[src/rtl/core/csp_pkg.sv]
// ============================================================================
// csp_pkg: shared types, constants and a function for the C source prefilter
// Holds the character codes, the filter state encodings, the result types
// and the blank/directive filter step.
// ============================================================================
`default_nettype none

package csp_pkg;

  localparam logic [7:0] CharSlash   = 8'h2F;
  localparam logic [7:0] CharStar    = 8'h2A;
  localparam logic [7:0] CharHash    = 8'h23;
  localparam logic [7:0] CharNewline = 8'h0A;
  localparam logic [7:0] CharSpace   = 8'h20;
  localparam logic [7:0] CharTab     = 8'h09;

  // Results one item can cause: flushed slash, the byte, the end marker.
  localparam int unsigned MaxRes = 3;
  localparam int unsigned CntW   = $clog2(MaxRes + 1);

  typedef enum logic [2:0] {
    CM_NORMAL = 3'd0,
    CM_SLASH  = 3'd1,
    CM_LINE   = 3'd2,
    CM_BLOCK  = 3'd3,
    CM_BSTAR  = 3'd4
  } cm_e;

  typedef enum logic [1:0] {
    BR_NONE   = 2'd0,
    BR_SPACES = 2'd1,
    BR_TABS   = 2'd2
  } br_e;

  typedef struct packed {
    logic [7:0] ch;
    logic       has_char;
    logic       run_end;
    logic       stream_end;
  } res_t;

  typedef struct packed {
    res_t [MaxRes-1:0] res;
    logic [CntW-1:0]   cnt;
  } batch_t;

  typedef struct packed {
    br_e        br;
    logic       dir;
    logic       emit;
    logic [7:0] ch;
  } step_t;

  // One character through the blank filter and then the directive filter.
  function automatic step_t blank_step(br_e br, logic dir, logic [7:0] c);
    step_t      s;
    logic       fwd;
    logic [7:0] d;
    s.br   = br;
    s.dir  = dir;
    s.emit = 1'b0;
    fwd    = 1'b0;
    d      = c;
    if (c == CharSpace) begin
      if (br != BR_SPACES) begin
        s.br = BR_SPACES;
        fwd  = 1'b1;
      end
    end else if (c == CharTab) begin
      if (br != BR_TABS) begin
        s.br = BR_TABS;
        fwd  = 1'b1;
        d    = CharSpace;
      end
    end else begin
      s.br = BR_NONE;
      fwd  = 1'b1;
    end
    if (fwd) begin
      if (dir) begin
        if (d == CharNewline) begin
          s.dir  = 1'b0;
          s.emit = 1'b1;
        end
      end else if (d == CharHash) begin
        s.dir = 1'b1;
      end else begin
        s.emit = 1'b1;
      end
    end
    s.ch = d;
    return s;
  endfunction

endpackage

`default_nettype wire

[src/rtl/core/csp_filter.sv]
// ============================================================================
// csp_filter: comment, blank and directive filters with their state
// Turns one accepted byte into a batch of up to three results and
// updates the filter state on the same edge.
// ============================================================================
`default_nettype none

module csp_filter import csp_pkg::*; (
  input  wire logic       clk_i,
  input  wire logic       rst_ni,
  input  wire logic       accept_i,
  input  wire logic [7:0] in_char_i,
  input  wire logic       end_of_file_i,
  output batch_t          batch_o
);

  cm_e  cm_q, cm_d;
  br_e  br_q, br_d;
  logic dir_q, dir_d;

  logic       f0, f1;
  logic [7:0] c0, c1;
  step_t      s0, s1;
  logic       e0, e1;
  logic [7:0] o0, o1;

  always_comb begin
    cm_d = cm_q;
    f0   = 1'b0;
    f1   = 1'b0;
    c0   = in_char_i;
    c1   = in_char_i;
    unique case (cm_q)
      CM_SLASH: begin
        if (in_char_i == CharSlash) begin
          cm_d = CM_LINE;
        end else if (in_char_i == CharStar) begin
          cm_d = CM_BLOCK;
        end else begin
          cm_d = CM_NORMAL;
          f0   = 1'b1;
          c0   = CharSlash;
          f1   = 1'b1;
        end
      end
      CM_LINE: begin
        if (in_char_i == CharNewline) begin
          cm_d = CM_NORMAL;
          f0   = 1'b1;
        end
      end
      CM_BLOCK: begin
        if (in_char_i == CharStar) cm_d = CM_BSTAR;
      end
      CM_BSTAR: begin
        if (in_char_i == CharSlash) cm_d = CM_NORMAL;
        else if (in_char_i != CharStar) cm_d = CM_BLOCK;
      end
      default: begin
        if (in_char_i == CharSlash) begin
          cm_d = CM_SLASH;
        end else begin
          cm_d = CM_NORMAL;
          f0   = 1'b1;
        end
      end
    endcase
    // flush a held slash on the last beat
    if (end_of_file_i && cm_d == CM_SLASH) begin
      cm_d = CM_NORMAL;
      f0   = 1'b1;
      c0   = CharSlash;
    end

    s0 = blank_step(br_q, dir_q, c0);
    if (!f0) s0 = '{br: br_q, dir: dir_q, emit: 1'b0, ch: c0};
    s1 = blank_step(s0.br, s0.dir, c1);
    if (!f1) s1 = '{br: s0.br, dir: s0.dir, emit: 1'b0, ch: c1};

    e0 = s0.emit;
    e1 = s1.emit;
    o0 = s0.ch;
    o1 = s1.ch;
    br_d  = s1.br;
    dir_d = s1.dir;

    // pack characters to the front, then the end marker
    batch_o.res = '0;
    if (e0) begin
      batch_o.res[0] = '{ch: o0, has_char: 1'b1, run_end: 1'b0, stream_end: 1'b0};
      batch_o.res[1] = '{ch: o1, has_char: 1'b1, run_end: 1'b0, stream_end: 1'b0};
    end else begin
      batch_o.res[0] = '{ch: o1, has_char: 1'b1, run_end: 1'b0, stream_end: 1'b0};
    end
    batch_o.cnt = CntW'(e0) + CntW'(e1);
    if (end_of_file_i) begin
      batch_o.res[batch_o.cnt[1:0]] =
        '{ch: 8'h00, has_char: 1'b0, run_end: 1'b0, stream_end: 1'b1};
      batch_o.cnt = batch_o.cnt + CntW'(1);
    end
    if (batch_o.cnt != '0) batch_o.res[batch_o.cnt[1:0] - 2'd1].run_end = 1'b1;

    // the end marker returns the stream to its reset state
    if (end_of_file_i) begin
      cm_d  = CM_NORMAL;
      br_d  = BR_NONE;
      dir_d = 1'b0;
    end
  end

  always_ff @(posedge clk_i or negedge rst_ni) begin
    if (!rst_ni) begin
      cm_q  <= CM_NORMAL;
      br_q  <= BR_NONE;
      dir_q <= 1'b0;
    end else if (accept_i) begin
      cm_q  <= cm_d;
      br_q  <= br_d;
      dir_q <= dir_d;
    end
  end

endmodule

`default_nettype wire

[src/rtl/core/csp_outbuf.sv]
// ============================================================================
// csp_outbuf: result register for the prefilter
// Holds one batch of up to three results and hands them out one per beat.
// ============================================================================
`default_nettype none

module csp_outbuf import csp_pkg::*; (
  input  wire logic   clk_i,
  input  wire logic   rst_ni,
  input  wire logic   load_i,
  input  wire batch_t batch_i,
  input  wire logic   out_ready_i,
  output logic        can_load_o,
  output logic        out_valid_o,
  output res_t        front_o
);

  res_t [MaxRes-1:0] ent_q, ent_d;
  logic [CntW-1:0]   cnt_q, cnt_d;
  logic              pop;

  assign out_valid_o = (cnt_q != '0);
  assign pop         = out_valid_o && out_ready_i;
  // empty, or the last entry leaves on this edge
  assign can_load_o  = (cnt_q == '0) || (cnt_q == CntW'(1) && out_ready_i);
  assign front_o     = ent_q[0];

  always_comb begin
    ent_d = ent_q;
    cnt_d = cnt_q;
    if (load_i) begin
      ent_d = batch_i.res;
      cnt_d = batch_i.cnt;
    end else if (pop) begin
      ent_d[0] = ent_q[1];
      ent_d[1] = ent_q[2];
      cnt_d    = cnt_q - CntW'(1);
    end
  end

  always_ff @(posedge clk_i or negedge rst_ni) begin
    if (!rst_ni) begin
      cnt_q <= '0;
    end else begin
      cnt_q <= cnt_d;
    end
  end

  always_ff @(posedge clk_i) begin
    ent_q <= ent_d;
  end

endmodule

`default_nettype wire

[src/rtl/core/c_source_prefilter.sv]
// ============================================================================
// c_source_prefilter: streaming prefilter for C source text
// Strips comments, collapses blank runs and drops directive lines.
// ============================================================================
// Usage:
//   Input channel (in_valid_i/in_ready_o) takes one source byte per beat,
//   with end_of_file_i set on the final byte of a stream.
//   Output channel (out_valid_o/out_ready_i) gives zero to three result
//   beats per input beat: filtered characters (has_char_o = 1), and after
//   the final byte an end marker (stream_end_o = 1). run_end_o flags the
//   last result beat caused by one input beat.
//   The results of a byte are registered and appear in the cycle after its beat is taken.
//   Throughput: one byte per cycle while each byte yields at most one
//   result and the receiver is ready. A byte that yields two or three
//   results holds the input while the single result register drains
//   one beat per ready cycle; a byte that yields nothing waits too.
//   When the receiver stalls, the result register holds and in_ready_o
//   drops once a further batch could not be placed.
//   Reset clears the filter state (normal text, no blank run, no
//   directive) and empties the result register. After an end marker the
//   filter state returns to reset and the next byte opens a new stream.
// ============================================================================
`default_nettype none

module c_source_prefilter import csp_pkg::*; (
  input  wire logic       clk_i,
  input  wire logic       rst_ni,
  input  wire logic       in_valid_i,
  output logic            in_ready_o,
  input  wire logic [7:0] in_char_i,
  input  wire logic       end_of_file_i,
  output logic            out_valid_o,
  input  wire logic       out_ready_i,
  output logic [7:0]      out_char_o,
  output logic            has_char_o,
  output logic            run_end_o,
  output logic            stream_end_o
);

  logic   accept;
  batch_t batch;
  res_t   front;

  // a beat is taken whenever the result register can hold its batch
  assign accept = in_valid_i && in_ready_o;

  csp_filter u_filter (
    .clk_i         (clk_i),
    .rst_ni        (rst_ni),
    .accept_i      (accept),
    .in_char_i     (in_char_i),
    .end_of_file_i (end_of_file_i),
    .batch_o       (batch)
  );

  csp_outbuf u_outbuf (
    .clk_i       (clk_i),
    .rst_ni      (rst_ni),
    .load_i      (accept),
    .batch_i     (batch),
    .out_ready_i (out_ready_i),
    .can_load_o  (in_ready_o),
    .out_valid_o (out_valid_o),
    .front_o     (front)
  );

  assign out_char_o   = front.ch;
  assign has_char_o   = front.has_char;
  assign run_end_o    = front.run_end;
  assign stream_end_o = front.stream_end;

  // end marker carries no character and closes its run
  a_marker_shape: assert property (@(posedge clk_i) disable iff (!rst_ni)
    out_valid_o && stream_end_o |-> !has_char_o && run_end_o)
    else $error("end marker malformed");

  // a final byte always produces at least the end marker
  a_eof_result: assert property (@(posedge clk_i) disable iff (!rst_ni)
    accept && end_of_file_i |=> out_valid_o)
    else $error("final byte gave no result");

  // a stalled result blocks new input
  a_stall_blocks: assert property (@(posedge clk_i) disable iff (!rst_ni)
    out_valid_o && !out_ready_i |-> !in_ready_o)
    else $error("input taken while output stalled");

endmodule

`default_nettype wire

[config.mk]
export PLATFORM = sky130hd
export DESIGN_NAME = c_source_prefilter
export DESIGN_NICKNAME = d
export VERILOG_FILES = /design/src/rtl/core/csp_pkg.sv /design/src/rtl/core/csp_filter.sv /design/src/rtl/core/csp_outbuf.sv /design/src/rtl/core/c_source_prefilter.sv
export SDC_FILE = /design/constraint.sdc
export NUM_CORES = 1
export LEC_CHECK = 0
export BUFFER_PORTS_ARGS = -buffer_cell sky130_fd_sc_hd__buf_4
export CORE_MARGIN = 5
export CORE_UTILIZATION = 58
export CTS_CLUSTER_DIAMETER = 80
export CTS_CLUSTER_SIZE = 10
export DETAILED_ROUTE_END_ITERATION = 10
export PLACE_DENSITY = 0.77
export SETUP_SLACK_MARGIN = 0.15
export SYNTH_ARGS = -nofsm -noshare
export SYNTH_HDL_FRONTEND = slang
export SYNTH_SLANG_ARGS = --single-unit
[constraint.sdc]
create_clock -name clk_i -period 3.25 [get_ports clk_i]
set_input_delay 0.65 -clock clk_i [delete_from_list [all_inputs] [get_ports clk_i]]
set_output_delay 0.65 -clock clk_i [all_outputs]
set_load 0.02 [all_outputs]
==> impl_metrics.sql <==
INSERT INTO impl_metrics (metric_group, metric, value, unit) VALUES
('place', 'portBuffers', '25', ''),
('flow_run', 'max_cap_violations', '0', ''),
('timing', 'final_setup_violation_count', '0', ''),
('timing', 'period_share', '0.914', ''),
('yosys', 'synth_flop_cell', 'edfxtp_1', ''),
('yosys', 'mappedNetlistNets', '223', ''),
('layout', 'share_of_final_layout_standard_cells_stronger_than_drive_strength_1', '0.295', ''),
('drt', 'finalWirelength', '4660', 'um'),
('drt', 'via_count', '1751', ''),
('clocking', 'clock_sinks', '32', ''),
('layout', 'most_frequent_cells_in_the_layout', 'buf_4 (44), nand2_1 (27), edfxtp_1 (24)', ''),
('setup_path', 'critical_path.startpoint_type', 'input port', ''),
('floorplanning', 'row_count', '21', ''),
('yosys', 'post_synthesis_instance_area', '2080', 'um2'),
('clocking', 'clock_tree.buffer_depth', '2', ''),
('yosys', 'synth_enable_flop_cells', '24', ''),
('clocking', 'tritoncts', 'yes', ''),
('place', 'gp_congestion', '1.06', ''),
('power', 'power_frac_clock', '0.118', ''),
('setup_path', 'setup_crit_end_kind', 'flip-flop', ''),
('yosys', 'async_flop_share', '0.250', ''),
('floorplanning', 'placeableCoreArea', '3420', 'um2'),
('drt', 'route.top_layer_used', 'met4', ''),
('global_route', 'grt_pass1_wl', '7890', 'um'),
('yosys', 'syn-instance-count', '206', ''),
('setup_path', 'crit_path_max_fanout', '8', ''),
('floorplanning', 'fp.dieW', '69.9', 'um'),
('drt', 'final_antenna_net_count', '0', ''),
('hold_path', 'hold_class', 'input port to asynchronous set/reset pin', ''),
('drt', 'route.detailed.drc', '0', ''),
('drt', 'met1Wirelength', '1860', 'um'),
('floorplanning', 'floorplan.initialDensity', '0.609', ''),
('clocking', 'cts_hold_buf', '0', ''),
('place', 'placement.setup.worst_slack', '-78.2', 'ps'),
('global_route', 'grt_antenna_before_repair', '0', ''),
('global_route', 'gr-total-overflow', '0', ''),
('power', 'power.share.switching', '0.397', ''),
('status', 'run_status', 'complete, no violations', ''),
('timing', 'final_max_slew_viol_count', '0', ''),
('timing', 'fin_crit', '2970', 'ps'),
('global_route', 'maximum_number_of_pins_on_one_net_before_global_route_repair', '24', ''),
('drt', 'route.met2.wl', '2330', 'um'),
('yosys', 'seq_area_frac_synth', '0.443', ''),
('place', 'place_area', '2360', 'um2'),
('layout', 'final.fill_count', '259', ''),
('timing', 'worst_clock_skew', '7.54', 'ps'),
('floorplanning', 'overall_die_area', '4890', 'um2'),
('timing', 'timing_worst_slew_pin_value', '870', 'ps'),
('setup_path', 'timing.critical_path.arrival', '3070', 'ps'),
('setup_path', 'setup.worst_path.class', 'input port to flip-flop', ''),
('drt', 'dr.pass1.iters', '5', ''),
('yosys', 'synth.lib_cells_used.distinct', '62', ''),
('global_route', 'grt_pass1_vias', '1742', ''),
('clocking', 'worst_setup_hold_path_clk_slew', '100', 'ps'),
('timing', 'rsz0062_at_grt', 'no', ''),
('layout', 'finalNetCount', '257', ''),
('clocking', 'cts_root_buffer', 'clkbuf_4', ''),
('power', 'power.switching', '0.727', 'mW'),
('timing', 'timing.final.ws_setup', '280', 'ps'),
('layout', 'layout.cells.most_common', 'buf_4', ''),
('drt', 'wire_per_inst', '16.2', 'um'),
('place', 'dp_cells', '277', ''),
('yosys', 'synth_register_bits', '32', ''),
('layout', 'area_growth_syn_to_layout', '16.7', '%'),
('timing', 'timing_hold_violations_final', '0', ''),
('yosys', 'synth-warning-count', '0', ''),
('power', 'static-leakage-power', '1.02', 'nW'),
('clocking', 'cts_made_buffers', '5', ''),
('timing', 'timing.slew.headroom', '0.419', ''),
('global_route', 'grt.total_usage', '0.198', ''),
('timing', 'achievable-frequency', '337', 'MHz');
==> flip-flops by register name (all words and copies together), names as in the netlist <==
| name | cells |
|---|---|
| u_filter.dir_q | 1 |
| u_filter.cm_q | 3 |
| u_outbuf.cnt_q | 2 |
| u_filter.br_q | 2 |
| u_outbuf.front_o | 11 |
| u_outbuf.ent_q | 13 |
==> Yosys cell counts, drive strengths merged (2+ instances only) <==
library cell  count  share of area
a211oi            2         0.0072
a21boi            3          0.011
a21oi            11          0.034
a22o              5          0.021
a31oi             4          0.012
a32o              3          0.014
a32oi             2          0.012
and2              6          0.018
and3              4          0.013
and4bb            2          0.012
buf              13          0.045
clkbuf            5         0.0090
dfrtp             8          0.096
edfxtp           24           0.35
ha                4          0.024
inv              13          0.023
nand2            27          0.049
nand2b            3         0.0090
nand3             3         0.0096
nand4             3         0.0090
nand4b            2          0.016
nor2              9          0.016
nor3              4          0.015
o211ai            2         0.0096
o21a              3          0.014
o21ai            15          0.036
o22ai             2         0.0090
o2bb2ai           3          0.013
or3b              4          0.017
==> metrics by stage <==
step                setup TNS [ps]  utilization  hold slack (ps)  power [mW]
finish                           0        0.711              118        1.83
global route                     0        0.711             94.8        1.96
global placement             -31.0        0.691              472        1.58
floorplan                        0            -              354        1.34
detailed placement            -487        0.691              475        1.62
CTS                              0        0.706              110        1.84
==> final cells by class <==
type	count	area (um2)	share of cell area
clock buffers	5	37.5	0.0155
well taps	46	57.6	0.0237
inverters	13	48.8	0.0201
repair buffers	45	350	0.144
clock inverters	3	13.8	0.00567
multi-input cells	143	998	0.411
flip-flops and latches	32	922	0.380
==> routing by layer <==
layer | track usage | vias to the layer above
met1 | 0.244 | 817
met4 | 0.0766 | 0
met3 | 0.0516 | 11
met5 | 0 | -
met2 | 0.333 | 93
li1 | - | 830
==> worst paths after layout <==
kind	from	end	slack, ps
hold / removal	rst_ni	u_filter.cm_q[2]$_DFFE_PN0P_	120
setup / recovery	in_char_i[4]	u_outbuf.ent_q[14]$_SDFFCE_PN0P_	280
setup reg to reg	u_filter.cm_q[2]$_DFFE_PN0P_	u_outbuf.ent_q[14]$_SDFFCE_PN0P_	310
hold reg to reg	u_outbuf.cnt_q[0]$_DFFE_PN0P_	u_outbuf.cnt_q[0]$_DFFE_PN0P_	540
max in group asynchronous	rst_ni	u_filter.cm_q[1]$_DFFE_PN0P_	2990
min in group clk_i	u_outbuf.cnt_q[0]$_DFFE_PN0P_	u_outbuf.cnt_q[0]$_DFFE_PN0P_	540
==> power by group through the flow <==
stage	combinational [mW]	clock, mW	sequential (mW)
final	0.941	0.216	0.675
after global routing	1.04	0.239	0.690
after CTS	0.938	0.220	0.677
after detailed placement	0.936	0	0.686
after global placement	0.903	0	0.676
after floorplan	0.649	0	0.688
==> cell families (layout without fill, tap and decap cells) <==
logic type | after synthesis | count (layout) | synth area share
AOI/OAI and AO/OA | 62 | 62 | 0.227
muxes | 1 | 1 | 0.00481
and+or+nand+nor | 75 | 75 | 0.220
buffers and inverters | 31 | 66 | 0.0776
DFF | 32 | 32 | 0.443
adders and majority gates | 4 | 4 | 0.0241
xor gates and xnor gates | 1 | 1 | 0.00421
==> worst max-delay path, cell delays in order <==
cell	delay (ps)
buf_4	130
or4b_4	540
o22ai_2	210
o31a_2	190
o21a_4	150
a21oi_4	50
o211ai_2	210
inv_1	60
ha_1	320
nand2_1	90
and3_2	270
and3_1	190
==> repair_timing <==
item	4_1_cts	5_1_grt
buffers inserted	0	2
endpoints found under the hold margin	0	0
endpoints found under the setup margin	0	9
resized for setup	0	1
Note: power is estimated with default switching activity, not from simulation.
